**config.mk**
```make
export PLATFORM = sky130hd
export DESIGN_NAME = integer_to_text_formatter_flat
export DESIGN_NICKNAME = d
export VERILOG_FILES = /design/src/rtl/core/itf_pkg.sv /design/src/rtl/core/itf_if.sv /design/src/rtl/core/integer_to_text_formatter.sv /design/src/rtl/core/itf_ram.sv /design/src/rtl/core/itf_div.sv /design/src/flat_wrapper.sv
export SDC_FILE = /design/constraint.sdc
export NUM_CORES = 1
export LEC_CHECK = 0
export BUFFER_PORTS_ARGS = -buffer_cell sky130_fd_sc_hd__buf_2
export CAP_MARGIN = 20
export CORE_MARGIN = 2
export CORE_UTILIZATION = 35
export DETAILED_ROUTE_END_ITERATION = 16
export GPL_TIMING_DRIVEN = 0
export PLACE_DENSITY = 0.58
export SYNTH_ARGS = -nofsm -noshare
export SYNTH_HDL_FRONTEND = slang
export SYNTH_SLANG_ARGS = --single-unit
```
**constraint.sdc**
```tcl
create_clock -name i_clk -period 8.2 [get_ports i_clk]
set_clock_uncertainty 0.2 [all_clocks]
set_input_delay 1.23 -clock i_clk [delete_from_list [all_inputs] [get_ports i_clk]]
set_output_delay 1.23 -clock i_clk [all_outputs]
set_load 0.03 [all_outputs]
```
**src/rtl/core/itf_pkg.sv**
```systemverilog
// Shared types, codes and helpers for the integer-to-text formatter.
`default_nettype none
package itf_pkg;

    localparam int RADIX_W = 6;
    localparam int CNT_W   = 7;
    localparam int DIGIT_W = 6;
    localparam int FLAGS_W = 7;
    localparam int CHAR_W  = 8;

    localparam int FLAG_LEFT   = 0;
    localparam int FLAG_ZERO   = 1;
    localparam int FLAG_PLUS   = 2;
    localparam int FLAG_SPACE  = 3;
    localparam int FLAG_PREFIX = 4;
    localparam int FLAG_LOWER  = 5;
    localparam int FLAG_SIGNED = 6;

    localparam logic [RADIX_W-1:0] RADIX_MIN = 6'd2;
    localparam logic [RADIX_W-1:0] RADIX_MAX = 6'd36;
    localparam logic [RADIX_W-1:0] RADIX_HEX = 6'd16;
    localparam logic [RADIX_W-1:0] RADIX_OCT = 6'd8;

    localparam logic [CHAR_W-1:0] CHAR_NUL    = 8'h00;
    localparam logic [CHAR_W-1:0] CHAR_SPACE  = 8'h20;
    localparam logic [CHAR_W-1:0] CHAR_PLUS   = 8'h2B;
    localparam logic [CHAR_W-1:0] CHAR_MINUS  = 8'h2D;
    localparam logic [CHAR_W-1:0] CHAR_ZERO   = 8'h30;
    localparam logic [CHAR_W-1:0] CHAR_UP_A   = 8'h41;
    localparam logic [CHAR_W-1:0] CHAR_LOW_A  = 8'h61;
    localparam logic [CHAR_W-1:0] CHAR_UP_X   = 8'h58;
    localparam logic [CHAR_W-1:0] CHAR_LOW_X  = 8'h78;
    localparam logic [DIGIT_W-1:0] DEC_DIGITS = 6'd10;

    typedef enum logic [3:0] {
        S_IDLE,
        S_ERR,
        S_START,
        S_WAIT,
        S_PLAN,
        S_PADL,
        S_SIGN,
        S_PFX0,
        S_PFX1,
        S_ZPAD,
        S_PREC,
        S_DRD,
        S_DOUT,
        S_PADR
    } t_state;

    function automatic logic [CHAR_W-1:0] digit_char(input logic [DIGIT_W-1:0] d,
                                                     input logic lower);
        logic [CHAR_W-1:0] base;
        base = lower ? CHAR_LOW_A : CHAR_UP_A;
        if (d < DEC_DIGITS) begin
            return CHAR_ZERO + {2'b00, d};
        end
        return base + {2'b00, d - DEC_DIGITS};
    endfunction

endpackage
`default_nettype wire

```
**src/rtl/core/itf_if.sv**
```systemverilog
// Request and result channel interfaces of the formatter.
`default_nettype none
interface itf_req_if #(
    parameter int VALUE_BITS = 32
);
    logic                          valid;
    logic                          ready;
    logic [VALUE_BITS-1:0]         value;
    logic [itf_pkg::RADIX_W-1:0]   radix;
    logic [itf_pkg::CNT_W-1:0]     fld_width;
    logic [itf_pkg::DIGIT_W-1:0]   min_digits;
    logic [itf_pkg::FLAGS_W-1:0]   format_flags;

    modport source (output valid, value, radix, fld_width, min_digits, format_flags,
                    input ready);
    modport sink (input valid, value, radix, fld_width, min_digits, format_flags,
                  output ready);
endinterface

interface itf_rsp_if;
    logic                         valid;
    logic                         ready;
    logic [itf_pkg::CHAR_W-1:0]   out_char;
    logic                         last_char;
    logic                         bad_radix;

    modport source (output valid, out_char, last_char, bad_radix, input ready);
    modport sink (input valid, out_char, last_char, bad_radix, output ready);
endinterface
`default_nettype wire

```
**src/rtl/core/integer_to_text_formatter.sv**
```systemverilog
// Top level: printf-style integer to text conversion, radix 2 to 36.
// Each request carries a value, a radix, a field width, a minimum digit count and format
// flags; the block answers with the formatted text, one character per result, with
// last_char on the final one. A radix outside 2..36 gives a single result with a NUL
// character and bad_radix set. Field width saturates at MAX_FIELD and the digit count at
// MAX_DIGITS. Conversion runs on one restoring divider that produces one quotient bit a
// cycle, one division per digit. Digits go to a digit RAM and are read back one at a
// time, a read state then an output state for each; every padding or leading-zero
// character is emitted on its own, sign and prefix have their own states, and the start,
// wait and plan states sequence the conversion. No new request is taken until the last
// character has been loaded into the output register.
`default_nettype none
module integer_to_text_formatter #(
    parameter int VALUE_BITS = 32,
    parameter int MAX_DIGITS = 32,
    parameter int MAX_FIELD  = 64
) (
    input wire logic i_clk,
    input wire logic i_rst_n,
    itf_req_if.sink  i_req,
    itf_rsp_if.source o_rsp
);

    localparam int NW = $clog2(VALUE_BITS + 1);
    localparam int AW = $clog2(VALUE_BITS);
    localparam int CW = itf_pkg::CNT_W;

    itf_pkg::t_state r_state, n_state;

    logic [itf_pkg::RADIX_W-1:0] r_radix, n_radix;
    logic [CW-1:0]               r_width, n_width;
    logic [CW-1:0]               r_prec, n_prec;
    logic [itf_pkg::FLAGS_W-1:0] r_flags, n_flags;
    logic [itf_pkg::CHAR_W-1:0]  r_sign, n_sign;
    logic [VALUE_BITS-1:0]       r_work, n_work;
    logic [NW-1:0]               r_n, n_n;
    logic [NW-1:0]               r_k, n_k;
    logic [CW-1:0]               r_cnt, n_cnt;
    logic [CW-1:0]               r_pad, n_pad;
    logic [CW-1:0]               r_left, n_left;
    logic                        r_out_valid, n_out_valid;
    logic [itf_pkg::CHAR_W-1:0]  r_out_char, n_out_char;
    logic                        r_out_last, n_out_last;
    logic                        r_out_bad, n_out_bad;

    logic                        can_emit, emit, e_bad;
    logic [itf_pkg::CHAR_W-1:0]  e_char;
    logic                        div_start, div_done;
    logic [VALUE_BITS-1:0]       div_quot;
    logic [itf_pkg::RADIX_W-1:0] div_rem;
    logic                        ram_we, ram_re;
    logic [itf_pkg::DIGIT_W-1:0] ram_rdata;
    logic [1:0]                  pfx_len;
    logic [1:0]                  sign_len;
    logic [CW:0]                 fixed_len;
    logic [CW-1:0]               n_ext, prec_eff, pad_calc;
    logic [CW-1:0]               in_width, in_prec;
    logic [itf_pkg::FLAGS_W-1:0] in_flags;
    logic                        in_neg;
    logic                        in_bad;

    itf_div #(
        .VALUE_BITS(VALUE_BITS)
    ) u_div (
        .i_clk      (i_clk),
        .i_rst_n    (i_rst_n),
        .i_start    (div_start),
        .i_dividend (r_work),
        .i_divisor  (r_radix),
        .o_done     (div_done),
        .o_quot     (div_quot),
        .o_rem      (div_rem)
    );

    itf_ram #(
        .WIDTH(itf_pkg::DIGIT_W),
        .DEPTH(VALUE_BITS)
    ) u_digits (
        .i_clk   (i_clk),
        .i_we    (ram_we),
        .i_waddr (r_n[AW-1:0]),
        .i_wdata (div_rem),
        .i_re    (ram_re),
        .i_raddr (AW'(r_k - 1'b1)),
        .o_rdata (ram_rdata)
    );

    always_comb begin
        in_bad   = (i_req.radix < itf_pkg::RADIX_MIN) || (i_req.radix > itf_pkg::RADIX_MAX);
        in_width = (i_req.fld_width > CW'(MAX_FIELD)) ? CW'(MAX_FIELD) : i_req.fld_width;
        in_prec  = ({1'b0, i_req.min_digits} > CW'(MAX_DIGITS)) ? CW'(MAX_DIGITS)
                                                                : {1'b0, i_req.min_digits};
        in_flags = i_req.format_flags;
        if (in_flags[itf_pkg::FLAG_LEFT]) begin
            in_flags[itf_pkg::FLAG_ZERO] = 1'b0;
        end
        in_neg = in_flags[itf_pkg::FLAG_SIGNED] && i_req.value[VALUE_BITS-1];

        pfx_len = 2'd0;
        if (r_flags[itf_pkg::FLAG_PREFIX]) begin
            if (r_radix == itf_pkg::RADIX_HEX) begin
                pfx_len = 2'd2;
            end else if (r_radix == itf_pkg::RADIX_OCT) begin
                pfx_len = 2'd1;
            end
        end
        sign_len  = (r_sign != itf_pkg::CHAR_NUL) ? 2'd1 : 2'd0;
        n_ext     = CW'(r_n);
        prec_eff  = (n_ext > r_prec) ? n_ext : r_prec;
        fixed_len = {1'b0, prec_eff} + (CW + 1)'(sign_len) + (CW + 1)'(pfx_len);
        pad_calc  = ({1'b0, r_width} > fixed_len) ? CW'({1'b0, r_width} - fixed_len) : '0;
    end

    always_comb begin
        can_emit    = !r_out_valid || o_rsp.ready;
        emit        = 1'b0;
        e_bad       = 1'b0;
        e_char      = itf_pkg::CHAR_NUL;
        div_start   = 1'b0;
        ram_we      = 1'b0;
        ram_re      = 1'b0;
        i_req.ready = 1'b0;
        n_state     = r_state;
        n_radix     = r_radix;
        n_width     = r_width;
        n_prec      = r_prec;
        n_flags     = r_flags;
        n_sign      = r_sign;
        n_work      = r_work;
        n_n         = r_n;
        n_k         = r_k;
        n_cnt       = r_cnt;
        n_pad       = r_pad;
        n_left      = r_left;

        case (r_state)
            itf_pkg::S_IDLE: begin
                i_req.ready = 1'b1;
                if (i_req.valid) begin
                    if (in_bad) begin
                        n_state = itf_pkg::S_ERR;
                    end else begin
                        n_radix = i_req.radix;
                        n_width = in_width;
                        n_prec  = in_prec;
                        n_flags = in_flags;
                        if (in_neg) begin
                            n_sign = itf_pkg::CHAR_MINUS;
                        end else if (in_flags[itf_pkg::FLAG_PLUS]) begin
                            n_sign = itf_pkg::CHAR_PLUS;
                        end else if (in_flags[itf_pkg::FLAG_SPACE]) begin
                            n_sign = itf_pkg::CHAR_SPACE;
                        end else begin
                            n_sign = itf_pkg::CHAR_NUL;
                        end
                        n_work  = in_neg ? (VALUE_BITS'(0) - i_req.value) : i_req.value;
                        n_n     = '0;
                        n_state = itf_pkg::S_START;
                    end
                end
            end
            itf_pkg::S_ERR: begin
                if (can_emit) begin
                    emit    = 1'b1;
                    e_bad   = 1'b1;
                    n_state = itf_pkg::S_IDLE;
                end
            end
            itf_pkg::S_START: begin
                div_start = 1'b1;
                n_state   = itf_pkg::S_WAIT;
            end
            itf_pkg::S_WAIT: begin
                if (div_done) begin
                    ram_we = 1'b1;
                    n_n    = r_n + 1'b1;
                    n_work = div_quot;
                    if ((div_quot != '0) && ((r_n + 1'b1) < NW'(VALUE_BITS))) begin
                        n_state = itf_pkg::S_START;
                    end else begin
                        n_state = itf_pkg::S_PLAN;
                    end
                end
            end
            itf_pkg::S_PLAN: begin
                n_prec  = prec_eff;
                n_pad   = pad_calc;
                n_left  = CW'(fixed_len) + pad_calc;
                n_cnt   = (r_flags[itf_pkg::FLAG_LEFT] || r_flags[itf_pkg::FLAG_ZERO])
                          ? '0 : pad_calc;
                n_state = itf_pkg::S_PADL;
            end
            itf_pkg::S_PADL: begin
                if (r_cnt == '0) begin
                    n_state = itf_pkg::S_SIGN;
                end else if (can_emit) begin
                    emit   = 1'b1;
                    e_char = itf_pkg::CHAR_SPACE;
                    n_cnt  = r_cnt - 1'b1;
                end
            end
            itf_pkg::S_SIGN: begin
                if (sign_len == 2'd0) begin
                    n_state = itf_pkg::S_PFX0;
                end else if (can_emit) begin
                    emit    = 1'b1;
                    e_char  = r_sign;
                    n_state = itf_pkg::S_PFX0;
                end
            end
            itf_pkg::S_PFX0: begin
                if (pfx_len == 2'd0) begin
                    n_state = itf_pkg::S_PFX1;
                end else if (can_emit) begin
                    emit    = 1'b1;
                    e_char  = itf_pkg::CHAR_ZERO;
                    n_state = itf_pkg::S_PFX1;
                end
            end
            itf_pkg::S_PFX1: begin
                if (pfx_len != 2'd2 || can_emit) begin
                    if (pfx_len == 2'd2) begin
                        emit   = 1'b1;
                        e_char = r_flags[itf_pkg::FLAG_LOWER] ? itf_pkg::CHAR_LOW_X
                                                               : itf_pkg::CHAR_UP_X;
                    end
                    n_cnt   = r_flags[itf_pkg::FLAG_ZERO] ? r_pad : '0;
                    n_state = itf_pkg::S_ZPAD;
                end
            end
            itf_pkg::S_ZPAD: begin
                if (r_cnt == '0) begin
                    n_cnt   = r_prec - n_ext;
                    n_state = itf_pkg::S_PREC;
                end else if (can_emit) begin
                    emit   = 1'b1;
                    e_char = itf_pkg::CHAR_ZERO;
                    n_cnt  = r_cnt - 1'b1;
                end
            end
            itf_pkg::S_PREC: begin
                if (r_cnt == '0) begin
                    n_k     = r_n;
                    n_state = itf_pkg::S_DRD;
                end else if (can_emit) begin
                    emit   = 1'b1;
                    e_char = itf_pkg::CHAR_ZERO;
                    n_cnt  = r_cnt - 1'b1;
                end
            end
            itf_pkg::S_DRD: begin
                if (r_k == '0) begin
                    n_cnt   = r_flags[itf_pkg::FLAG_LEFT] ? r_pad : '0;
                    n_state = itf_pkg::S_PADR;
                end else begin
                    ram_re  = 1'b1;
                    n_state = itf_pkg::S_DOUT;
                end
            end
            itf_pkg::S_DOUT: begin
                if (can_emit) begin
                    emit    = 1'b1;
                    e_char  = itf_pkg::digit_char(ram_rdata, r_flags[itf_pkg::FLAG_LOWER]);
                    n_k     = r_k - 1'b1;
                    n_state = itf_pkg::S_DRD;
                end
            end
            itf_pkg::S_PADR: begin
                if (r_cnt == '0) begin
                    n_state = itf_pkg::S_IDLE;
                end else if (can_emit) begin
                    emit   = 1'b1;
                    e_char = itf_pkg::CHAR_SPACE;
                    n_cnt  = r_cnt - 1'b1;
                end
            end
            default: begin
                n_state = itf_pkg::S_IDLE;
            end
        endcase

        n_out_valid = r_out_valid;
        n_out_char  = r_out_char;
        n_out_last  = r_out_last;
        n_out_bad   = r_out_bad;
        if (emit) begin
            n_out_valid = 1'b1;
            n_out_char  = e_char;
            n_out_bad   = e_bad;
            n_out_last  = e_bad || (r_left == CW'(1));
            if (!e_bad) begin
                n_left = r_left - 1'b1;
            end
        end else if (o_rsp.ready) begin
            n_out_valid = 1'b0;
        end
    end

    always_ff @(posedge i_clk) begin
        if (!i_rst_n) begin
            r_state     <= itf_pkg::S_IDLE;
            r_out_valid <= 1'b0;
            r_work      <= '0;
            r_n         <= '0;
            r_k         <= '0;
            r_cnt       <= '0;
            r_pad       <= '0;
            r_left      <= '0;
        end else begin
            r_state     <= n_state;
            r_out_valid <= n_out_valid;
            r_work      <= n_work;
            r_n         <= n_n;
            r_k         <= n_k;
            r_cnt       <= n_cnt;
            r_pad       <= n_pad;
            r_left      <= n_left;
        end
        r_radix    <= n_radix;
        r_width    <= n_width;
        r_prec     <= n_prec;
        r_flags    <= n_flags;
        r_sign     <= n_sign;
        r_out_char <= n_out_char;
        r_out_last <= n_out_last;
        r_out_bad  <= n_out_bad;
    end

    assign o_rsp.valid     = r_out_valid;
    assign o_rsp.out_char  = r_out_char;
    assign o_rsp.last_char = r_out_last;
    assign o_rsp.bad_radix = r_out_bad;

    a_char_budget: assert property (@(posedge i_clk) disable iff (!i_rst_n)
        (emit && !e_bad) |-> (r_left != '0))
        else $error("character emitted beyond planned length");

    a_all_chars_sent: assert property (@(posedge i_clk) disable iff (!i_rst_n)
        (r_state == itf_pkg::S_PADR && r_cnt == '0) |-> (r_left == '0))
        else $error("request finished with characters unsent");

    a_digit_addr: assert property (@(posedge i_clk) disable iff (!i_rst_n)
        ram_we |-> (r_n < NW'(VALUE_BITS)))
        else $error("digit written past store");

    a_no_emit_on_stall: assert property (@(posedge i_clk) disable iff (!i_rst_n)
        (r_out_valid && !o_rsp.ready) |-> !emit)
        else $error("output overwritten while stalled");

endmodule
`default_nettype wire

```
**src/rtl/core/itf_ram.sv**
```systemverilog
// Generic single-write, single-read RAM with registered read data.
`default_nettype none
module itf_ram #(
    parameter int WIDTH = 6,
    parameter int DEPTH = 32
) (
    input  wire logic                     i_clk,
    input  wire logic                     i_we,
    input  wire logic [$clog2(DEPTH)-1:0] i_waddr,
    input  wire logic [WIDTH-1:0]         i_wdata,
    input  wire logic                     i_re,
    input  wire logic [$clog2(DEPTH)-1:0] i_raddr,
    output logic      [WIDTH-1:0]         o_rdata
);

    logic [WIDTH-1:0] r_mem [DEPTH];

    always_ff @(posedge i_clk) begin
        if (i_we) begin
            r_mem[i_waddr] <= i_wdata;
        end
        if (i_re) begin
            o_rdata <= r_mem[i_raddr];
        end
    end

endmodule
`default_nettype wire

```
**src/rtl/core/itf_div.sv**
```systemverilog
// Restoring divider by a small radix, one quotient bit per cycle.
`default_nettype none
module itf_div #(
    parameter int VALUE_BITS = 32
) (
    input  wire logic                          i_clk,
    input  wire logic                          i_rst_n,
    input  wire logic                          i_start,
    input  wire logic [VALUE_BITS-1:0]         i_dividend,
    input  wire logic [itf_pkg::RADIX_W-1:0]   i_divisor,
    output logic                               o_done,
    output logic [VALUE_BITS-1:0]              o_quot,
    output logic [itf_pkg::RADIX_W-1:0]        o_rem
);

    localparam int CW = $clog2(VALUE_BITS + 1);

    logic [VALUE_BITS-1:0]       r_quot, n_quot;
    logic [itf_pkg::RADIX_W-1:0] r_rem, n_rem;
    logic [CW-1:0]               r_cnt, n_cnt;
    logic                        r_done, n_done;
    logic [itf_pkg::RADIX_W:0]   rem_sh;
    logic                        ge;

    always_comb begin
        rem_sh = {r_rem, r_quot[VALUE_BITS-1]};
        ge     = rem_sh >= {1'b0, i_divisor};
        n_quot = r_quot;
        n_rem  = r_rem;
        n_cnt  = r_cnt;
        n_done = 1'b0;
        if (i_start) begin
            n_quot = i_dividend;
            n_rem  = '0;
            n_cnt  = CW'(VALUE_BITS);
        end else if (r_cnt != '0) begin
            n_quot = {r_quot[VALUE_BITS-2:0], ge};
            n_rem  = ge ? itf_pkg::RADIX_W'(rem_sh - {1'b0, i_divisor})
                        : itf_pkg::RADIX_W'(rem_sh);
            n_cnt  = r_cnt - 1'b1;
            n_done = (r_cnt == CW'(1));
        end
    end

    always_ff @(posedge i_clk) begin
        if (!i_rst_n) begin
            r_cnt  <= '0;
            r_done <= 1'b0;
        end else begin
            r_cnt  <= n_cnt;
            r_done <= n_done;
        end
        r_quot <= n_quot;
        r_rem  <= n_rem;
    end

    assign o_done = r_done;
    assign o_quot = r_quot;
    assign o_rem  = r_rem;

    a_rem_below_divisor: assert property (@(posedge i_clk) disable iff (!i_rst_n)
        o_done |-> (o_rem < i_divisor))
        else $error("remainder not below divisor");

    a_start_when_free: assert property (@(posedge i_clk) disable iff (!i_rst_n)
        i_start |-> (r_cnt == '0))
        else $error("divider restarted while busy");

    a_done_ends_run: assert property (@(posedge i_clk) disable iff (!i_rst_n)
        o_done |-> (r_cnt == '0))
        else $error("done while steps remain");

endmodule
`default_nettype wire

```
**src/flat_wrapper.sv**
```systemverilog
// flat-port wrapper written by rule: the top's interface ports become plain ports
module integer_to_text_formatter_flat 
#(
    parameter int VALUE_BITS = 32,
    parameter int MAX_DIGITS = 32,
    parameter int MAX_FIELD  = 64
)
  (i_clk, i_rst_n, i_req_valid, i_req_value, i_req_radix, i_req_fld_width, i_req_min_digits, i_req_format_flags, i_req_ready, o_rsp_valid, o_rsp_out_char, o_rsp_last_char, o_rsp_bad_radix, o_rsp_ready);
  itf_req_if #(.VALUE_BITS(VALUE_BITS)) i_req_i ();
  itf_rsp_if o_rsp_i ();
  input wire logic i_clk;
  input wire logic i_rst_n;
  input wire logic [$bits(i_req_i.valid)-1:0] i_req_valid;
  input wire logic [$bits(i_req_i.value)-1:0] i_req_value;
  input wire logic [$bits(i_req_i.radix)-1:0] i_req_radix;
  input wire logic [$bits(i_req_i.fld_width)-1:0] i_req_fld_width;
  input wire logic [$bits(i_req_i.min_digits)-1:0] i_req_min_digits;
  input wire logic [$bits(i_req_i.format_flags)-1:0] i_req_format_flags;
  output wire logic [$bits(i_req_i.ready)-1:0] i_req_ready;
  output wire logic [$bits(o_rsp_i.valid)-1:0] o_rsp_valid;
  output wire logic [$bits(o_rsp_i.out_char)-1:0] o_rsp_out_char;
  output wire logic [$bits(o_rsp_i.last_char)-1:0] o_rsp_last_char;
  output wire logic [$bits(o_rsp_i.bad_radix)-1:0] o_rsp_bad_radix;
  input wire logic [$bits(o_rsp_i.ready)-1:0] o_rsp_ready;
  assign i_req_i.valid = i_req_valid;
  assign i_req_i.value = i_req_value;
  assign i_req_i.radix = i_req_radix;
  assign i_req_i.fld_width = i_req_fld_width;
  assign i_req_i.min_digits = i_req_min_digits;
  assign i_req_i.format_flags = i_req_format_flags;
  assign i_req_ready = i_req_i.ready;
  assign o_rsp_valid = o_rsp_i.valid;
  assign o_rsp_out_char = o_rsp_i.out_char;
  assign o_rsp_last_char = o_rsp_i.last_char;
  assign o_rsp_bad_radix = o_rsp_i.bad_radix;
  assign o_rsp_i.ready = o_rsp_ready;
  integer_to_text_formatter #(.VALUE_BITS(VALUE_BITS), .MAX_DIGITS(MAX_DIGITS), .MAX_FIELD(MAX_FIELD)) u_core (.i_clk(i_clk), .i_rst_n(i_rst_n), .i_req(i_req_i), .o_rsp(o_rsp_i));
endmodule
```
==> summary.md, run 1 <==
| Metric | Value |
|---|---|
| Initial DRC Count | 1205 |
| DR WL/cell | 19.45 um |
| Cell variety after synth | 73 |
| Hold_ws | 262.7 ps |
| Register share of total power | 42.1% |
| DRC errors left | 0 |
| Hpwl dp | ~33 mm |
| RSZ-0062 raised after global routing | no |
| Initial core utilization | between 30 and 40% |
| Placer Congestion | 0.8751 |
| Mapped Avg Cell Area | 11.68 um^2 |
| Pwr Total | between 6 and 7 mW |
| VDD IR max | roughly 0.00015 V |
| CTS buffer count | 42 |
| Highest metal used | met4 |
| Die X-Extent | ~230 um |
| Cell Area, Placed | 18750 um^2 |
| DR pass1 iterations | 8 |
| Worst slack, placed | roughly 880 ps |
| Top_reg_cell synth | edfxtp_1 |
| DR vias/cell | ~5.3 |
| CP max FO | 8 |
| Largest net degree at the start of global routing | 36 |
| Clock Latency Late Sink | a little under 600 ps |
| CP Launch Type | register |
| Internal power | ~4.0 mW |
| FP Rows | 81 |
| Power density over the cells | ~300 nW/um^2 |
| Setup TNS | 0 ps |
| PnR worst setup slack | 929.2 ps |
| Period minus WS final | 7271 ps |
| Number of clock sinks | ~350 |
| Storage cell area | about 9700 um^2 |
| Syn Nets | 1604 |
| Max Buffers Root-to-Sink | 3 |
| Crit path DAT | between 7000 and 8000 ps |
| Root Driver | clkbuf_16 |
| Worst rel slew slack | between 10% and 20% |
| CORE AREA | 49050 um^2 |
| Vias in the first global route | between 10000 and 15000 |
| CP Capture Type | register |
| Clock share of power | 31.8% |
| Multi-input gate area | 7258 um^2 |
| Filler cells | 4714 |
| CTS tree | built |
| Total number of vias | 12256 |
| Critical path type | reg -> reg |
| Leakage | 7.176 nW |
| Final ANT Viol Nets | 0 |
| Most common cell after layout, fill and taps aside | edfxtp_1 |
| Diode count | 0 |
| Post-Route M1 WL | between 20 and 25 mm |
| Combinational Power Share | 26.1% |
| Die Span Y | approximately 230 um |
| GRT Total Usage | 17.73% |
| Most frequent cells in the layout | edfxtp_1 (268), nand2_1 (227), nor2_1 (109), dfxtp_1 (83) |
| Met3 Routed Length | between 2 and 3 mm |
| Net Sw Frac | 33.49% |
| Final setup vio count | 0 |
| Worst-Margin Slew | 1198 ps |
| Syn Std Cell Area | around 17000 um^2 |
| Layout cell share with drive strength beyond 1 | between 10% and 20% |
| # port buffers | 72 |
| Synth warn | 0 |
| Final Hold Violating Endpoints | 0 |
| Area growth syn-to-layout | 16.13% |
| Sequential fraction of the synthesis area | between 50% and 60% |
| Final Instance Area | around 20000 um^2 |
| Die Area | approximately 52000 um^2 |
| Crit path required time | 8510 ps |
| Fin nets | ~1700 |
| IO Count | 74 |
| Final period utilization | approximately nine tenths |
| Max cap viols | 0 |
| #FFs+latches synth | 351 |
| Final slew viol count | 0 |
| Status | finished clean |
| Gr ovfl total | 0 |
| Initial antenna violation count | 0 |
| H-tree Lvls | 2 |
| Worst min path class | reg -> reg |
| Met2 Routed Length | 20.53 mm |
| Post-Route WL | 44.99 mm |
| Post-synth EDFFs | between 200 and 300 |
| Max Fclk | about 140 MHz |
| CTS clk-pin slew, worst paths | about 60 ps |
| Ys async rst share | 0% |
| First-pass GRT wire length | between 60 and 70 mm |
| Cells after Synth | between 1000 and 1500 |
| NetSw | slightly above 2 mW |
synthesized netlist by cell type, types with 7 or more instances:
| library cell | n | area share [%] |
|---|---|---|
| a21boi_0 | 36 | 1.6 |
| a21o_1 | 26 | 1.1 |
| a21oi_1 | 51 | 1.5 |
| a31oi_1 | 14 | 0.50 |
| and2_1 | 10 | 0.36 |
| and3_1 | 14 | 0.50 |
| buf_1 | 9 | 0.19 |
| clkbuf_1 | 54 | 1.2 |
| dfxtp_1 | 83 | 9.5 |
| edfxtp_1 | 268 | 46 |
| ha_1 | 44 | 3.2 |
| inv_1 | 48 | 1.0 |
| mux2_2 | 7 | 0.45 |
| mux2i_1 | 13 | 0.75 |
| mux4_2 | 60 | 7.8 |
| nand2_1 | 227 | 4.9 |
| nand2b_1 | 14 | 0.50 |
| nand3_1 | 35 | 1.0 |
| nand4_1 | 9 | 0.32 |
| nor2_1 | 109 | 2.3 |
| nor2b_1 | 23 | 0.83 |
| nor3_1 | 34 | 0.98 |
| nor4_1 | 16 | 0.57 |
| o211ai_1 | 16 | 0.69 |
| o21a_1 | 8 | 0.34 |
| o21ai_0 | 77 | 2.2 |
| o31ai_1 | 8 | 0.34 |
| or3_1 | 7 | 0.25 |
| xnor2_1 | 47 | 2.4 |
| xor2_1 | 32 | 1.6 |
cells by family (layout without fill, tap and decap cells):
| logic type | after synthesis | in the layout | share of synthesized area [%] |
|---|---|---|---|
| AO/OA/AOI/OAI | 288 | 288 | 10.87 |
| XOR/XNOR | 79 | 79 | 3.970 |
| adder cells (fa/ha/maj) | 52 | 52 | 3.963 |
| buffers and inverters | 119 | 276 | 2.685 |
| flip-flops | 351 | 351 | 55.71 |
| multiplexers | 80 | 80 | 8.952 |
| AND/OR/NAND/NOR | 523 | 523 | 13.85 |
repair_timing:
item,in CTS,in global routing
hold buffers,0,0
setup endpoints to repair,0,1
buffers inserted,0,0
resized for setup,0,1
final timing paths:
check	from	end	slack, ps	depth (start not counted)
worst min-delay path	u_core.r_work[3]	u_core.r_work[3]	260	2
worst max-delay path	u_core.r_n[4]	u_core.r_left[4]	930	25
worst min register to register	u_core.r_work[3]	u_core.r_work[3]	260	2
worst max register to register	u_core.r_n[4]	u_core.r_left[4]	930	25
routing by layer:
| layer | up-vias | track usage, % |
|---|---|---|
| met3 | 65 | 3.188 |
| met1 | 5983 | 24.95 |
| met5 | - | 0 |
| met4 | 0 | 5.081 |
| met2 | 418 | 28.11 |
| li1 | 5790 | - |
worst max-delay path: stages, from the launching register on:
cell      delay, ps
dfxtp_1         470
clkinv_1        350
ha_1            480
o211ai_1        120
a21o_1          190
a21oi_1         500
o21ai_0         290
fa_1            540
fa_1            480
and3_1          180
mux2i_1         170
xor2_1          490
ha_1            380
nand3_1         110
o22a_1          160
nand3_1         160
nor2_1          260
ha_1            220
inv_1            60
fa_1            400
inv_1            70
a21oi_1          90
maj3_1          380
xnor2_1         150
nand2_1         100
a21boi_0        180
sequential cells by signal, indices dropped and copies added, names as in the netlist:
name / count
u_core.r_cnt: 7
u_core.o_rsp.last_char: 1
u_core.u_digits.o_rdata: 6
u_core.u_div.o_done: 1
u_core.r_radix: 6
u_core.u_digits.r_mem: 192
u_core.r_k: 6
u_core.u_div.o_rem: 6
u_core.r_left: 7
u_core.r_pad: 7
u_core.u_div.r_cnt: 6
u_core.r_width: 7
u_core.r_state: 4
u_core.o_rsp.bad_radix: 1
u_core.o_rsp.valid: 1
u_core.r_sign: 4
u_core.r_flags: 4
u_core.u_div.o_quot: 32
u_core.r_n: 6
u_core.r_work: 32
u_core.o_rsp.out_char: 8
u_core.r_prec: 7
layout make-up:
cell class / count / share of cell area, %
Tap cell: 664 / 4.105
Inverter: 49 / 0.9087
Timing Repair Buffer: 80 / 2.602
Clock buffer: 50 / 5.440
Buffer: 70 / 1.409
Clock inverter: 27 / 1.706
Sequential cell: 351 / 47.97
Multi-Input combinational cell: 1022 / 35.86
stage by stage:
stage                     std cells  utilization (%)
after global placement         2228            37.96
final                          2313            41.26
after CTS                      2311            41.16
after global routing           2313            41.26
after detailed placement       2234            38.22
after floorplan                1492                -
power groups by stage:
| stage | logic, mW | registers [mW] | clock network, mW |
|---|---|---|---|
| final | 1.57 | 2.55 | 1.92 |
| after global routing | 1.76 | 2.57 | 2.02 |
| after CTS | 1.52 | 2.57 | 1.96 |
| after detailed placement | 1.51 | 2.61 | 0 |
| after global placement | 1.37 | 2.65 | 0 |
| after floorplan | 0.994 | 2.55 | 0 |
Note: power is estimated with default switching activity, not from simulation.
==> run 2, diff against run 1 <==
- PLACE_DENSITY: 0.58 -> unset
- RECOVER_POWER: unset -> 50
==> summary.md, run 2 (same netlist as run 1, synthesis figures left out) <==
| Metric | Value |
|---|---|
| Status | finished clean |
| Diode count | 0 |
| Die Area | just over 50000 um^2 |
| Clock Latency Late Sink | between 500 and 600 ps |
| Crit path DAT | 7740 ps |
| Final slew viol count | 0 |
| CTS resizes | 0 |
| Vias in the first global route | around 12000 |
| CP Capture Type | register |
| Most frequent cells in the layout | edfxtp_1 (268), nand2_1 (227), nor2_1 (109), clkbuf_1 (94), dfxtp_1 (83) |
| Met2 usage | 29.11% |
| Cell Area, Placed | 18700 um^2 |
| Max Fclk | ~130 MHz |
| H-tree Lvls | 2 |
| Most common cell after layout, fill and taps aside | edfxtp_1 |
| CTS tree | built |
| Worst min path class | reg -> reg |
| Number of clock sinks | 351 |
| Buf+Inv Stages, Crit Path | 4 |
| Power density over the cells | between 200 and 300 nW/um^2 |
| Largest register FFs | between 150 and 200 |
| DR pass1 iterations | 5 |
| Post-CTS Setup Inserts | 0 |
| Placer Congestion | about 0.89 |
| Final setup vio count | 0 |
| CP Launch Type | register |
| Worst reg-to-reg setup slack | around 750 ps |
| Initial antenna violation count | 0 |
| Leakage | around 7 nW |
| Hpwl dp | about 33 mm |
| CTS clk-pin slew, worst paths | around 60 ps |
| Largest net degree at the start of global routing | 36 |
| Critical-path top delay cell | o22ai_1 |
| Setup TNS | 0 ps |
| CTS buffer count | 40 |
| Worst path most repeated cell | ha_1 |
| Crit path required time | 8490 ps |
| RSZ-0062 raised after global routing | no |
| Worst-Margin Slew | approximately 1400 ps |
| CP delay by family, top | compound AO/OA/AOI/OAI gates |
| CTS Hold Buffers Added | 0 |
| Initial DRC Count | about 1200 |
| Final Hold Violating Endpoints | 0 |
| DRC errors left | 0 |
| DR vias/cell | roughly 5.3 |
| Critical path type | reg -> reg |
| # port buffers | 72 |
| Post-Route WL | 44.87 mm |
| Gr ovfl total | 0 |
| FP Rows | 81 |
| CP max stage delay | just under 600 ps |
| Final Instance Area | ~20000 um^2 |
| Most flops, register | u_core.u_digits.r_mem |
| Die X-Extent | about 230 um |
| GRT Total Usage | between 10% and 20% |
| DR WL/cell | about 19 um |
| M3 GR Usage | 3.394% |
| First-pass GRT wire length | 69.92 mm |
| Root Driver | clkbuf_16 |
| Worst rel slew slack | 5.706% |
| Final ANT Viol Nets | 0 |
| Most Crowded Layer GR | met2 |
| IO Count | 74 |
| Total number of vias | 12270 |
| CP max FO | 10 |
| Area growth syn-to-layout | 14.72% |
| Period minus WS final | around 7400 ps |
| Die Span Y | around 230 um |
| VDD IR max | 0.0001566 V |
| Filler cells | between 4000 and 5000 |
| Max Buffers Root-to-Sink | 3 |
| Max cap viols | 0 |
| Layout cell share with drive strength beyond 1 | 11.98% |
| Initial core utilization | a little over a third |
| Final period utilization | about 90% |
| Met1 Use GR | about a quarter |
| CORE AREA | between 40000 and 50000 um^2 |
| Fin nets | around 1700 |
[run 2: changes by cell type in the layout (fill, tap and decap cells not counted), moves of 2 or more]
cell / before / now
and2_1: 10 / 8
clkbuf_8: 2 / 5
clkinvlp_4: 5 / 0
buf_8: 3 / 0
clkbuf_1: 59 / 94
buf_2: 77 / 58
clkinv_1: 7 / 3
and2_0: 0 / 2
clkinv_8: 2 / 0
buf_16: 4 / 0
clkbuf_16: 42 / 40
[run 2: layout make-up]
cell class              instances  area (um^2)  share of cell area, %
flip-flops and latches        351         9709                  48.56
multi-input cells            1022         7242                  36.22
clock buffers                  59         1122                  5.613
well taps                     664        830.8                  4.155
repair buffers                 79        362.8                  1.815
plain buffers                  70        285.3                  1.427
clock inverters                15        257.7                  1.289
inverters                      49        183.9                 0.9199
[run 2: where the power goes]
| part | internal, mW | leakage, nW | switching [mW] |
|---|---|---|---|
| Sequential | 2.33 | 3.17 | 0.216 |
| Combinational | 0.493 | 3.19 | 1.00 |
| Clock | 1.12 | 0.668 | 0.746 |
[run 2: metal layers]
| metal | vias to the layer above | wire length, um | share of wire, % |
|---|---|---|---|
| met5 | - | 0 | 0 |
| met4 | 0 | 992 | 2.2 |
| met3 | 69 | 2876 | 6.4 |
| met2 | 360 | 21030 | 47 |
| met1 | 6086 | 19960 | 44 |
| li1 | 5755 | - | - |
[run 2: stage by stage]
| step | power, mW | setup WS (ps) | cells | utilization (%) | hold WS, ps |
|---|---|---|---|---|---|
| after floorplan | 3.545 | 2243 | 1492 | - | 242.8 |
| after global routing | 6.222 | 57.90 | 2309 | 40.76 | 293.3 |
| after detailed placement | 4.088 | 892.4 | 2233 | 38.13 | 258.1 |
| final | 5.902 | 752.2 | 2309 | 40.76 | 264.3 |
| after global placement | 4.016 | 962.7 | 2228 | 37.96 | 250.4 |
| after CTS | 5.967 | 755.6 | 2307 | 40.94 | 267.0 |
[run 2: path summary, 6_finish.rpt]
check / from / depth (start not counted) / to
worst max-delay path: u_core.r_n[4] / 27 / u_core.r_left[4]
worst min-delay path: u_core.r_work[5] / 2 / u_core.r_work[5]
worst min register to register: u_core.r_work[5] / 2 / u_core.r_work[5]
worst max register to register: u_core.r_n[4] / 27 / u_core.r_left[4]
[run 2: worst min-delay path: cells and delay by family (launching register included)]
kind	cells	cell delay (ps)
AO/OA/AOI/OAI	1	60
flip-flops	1	310
AND/OR/NAND/NOR	1	50
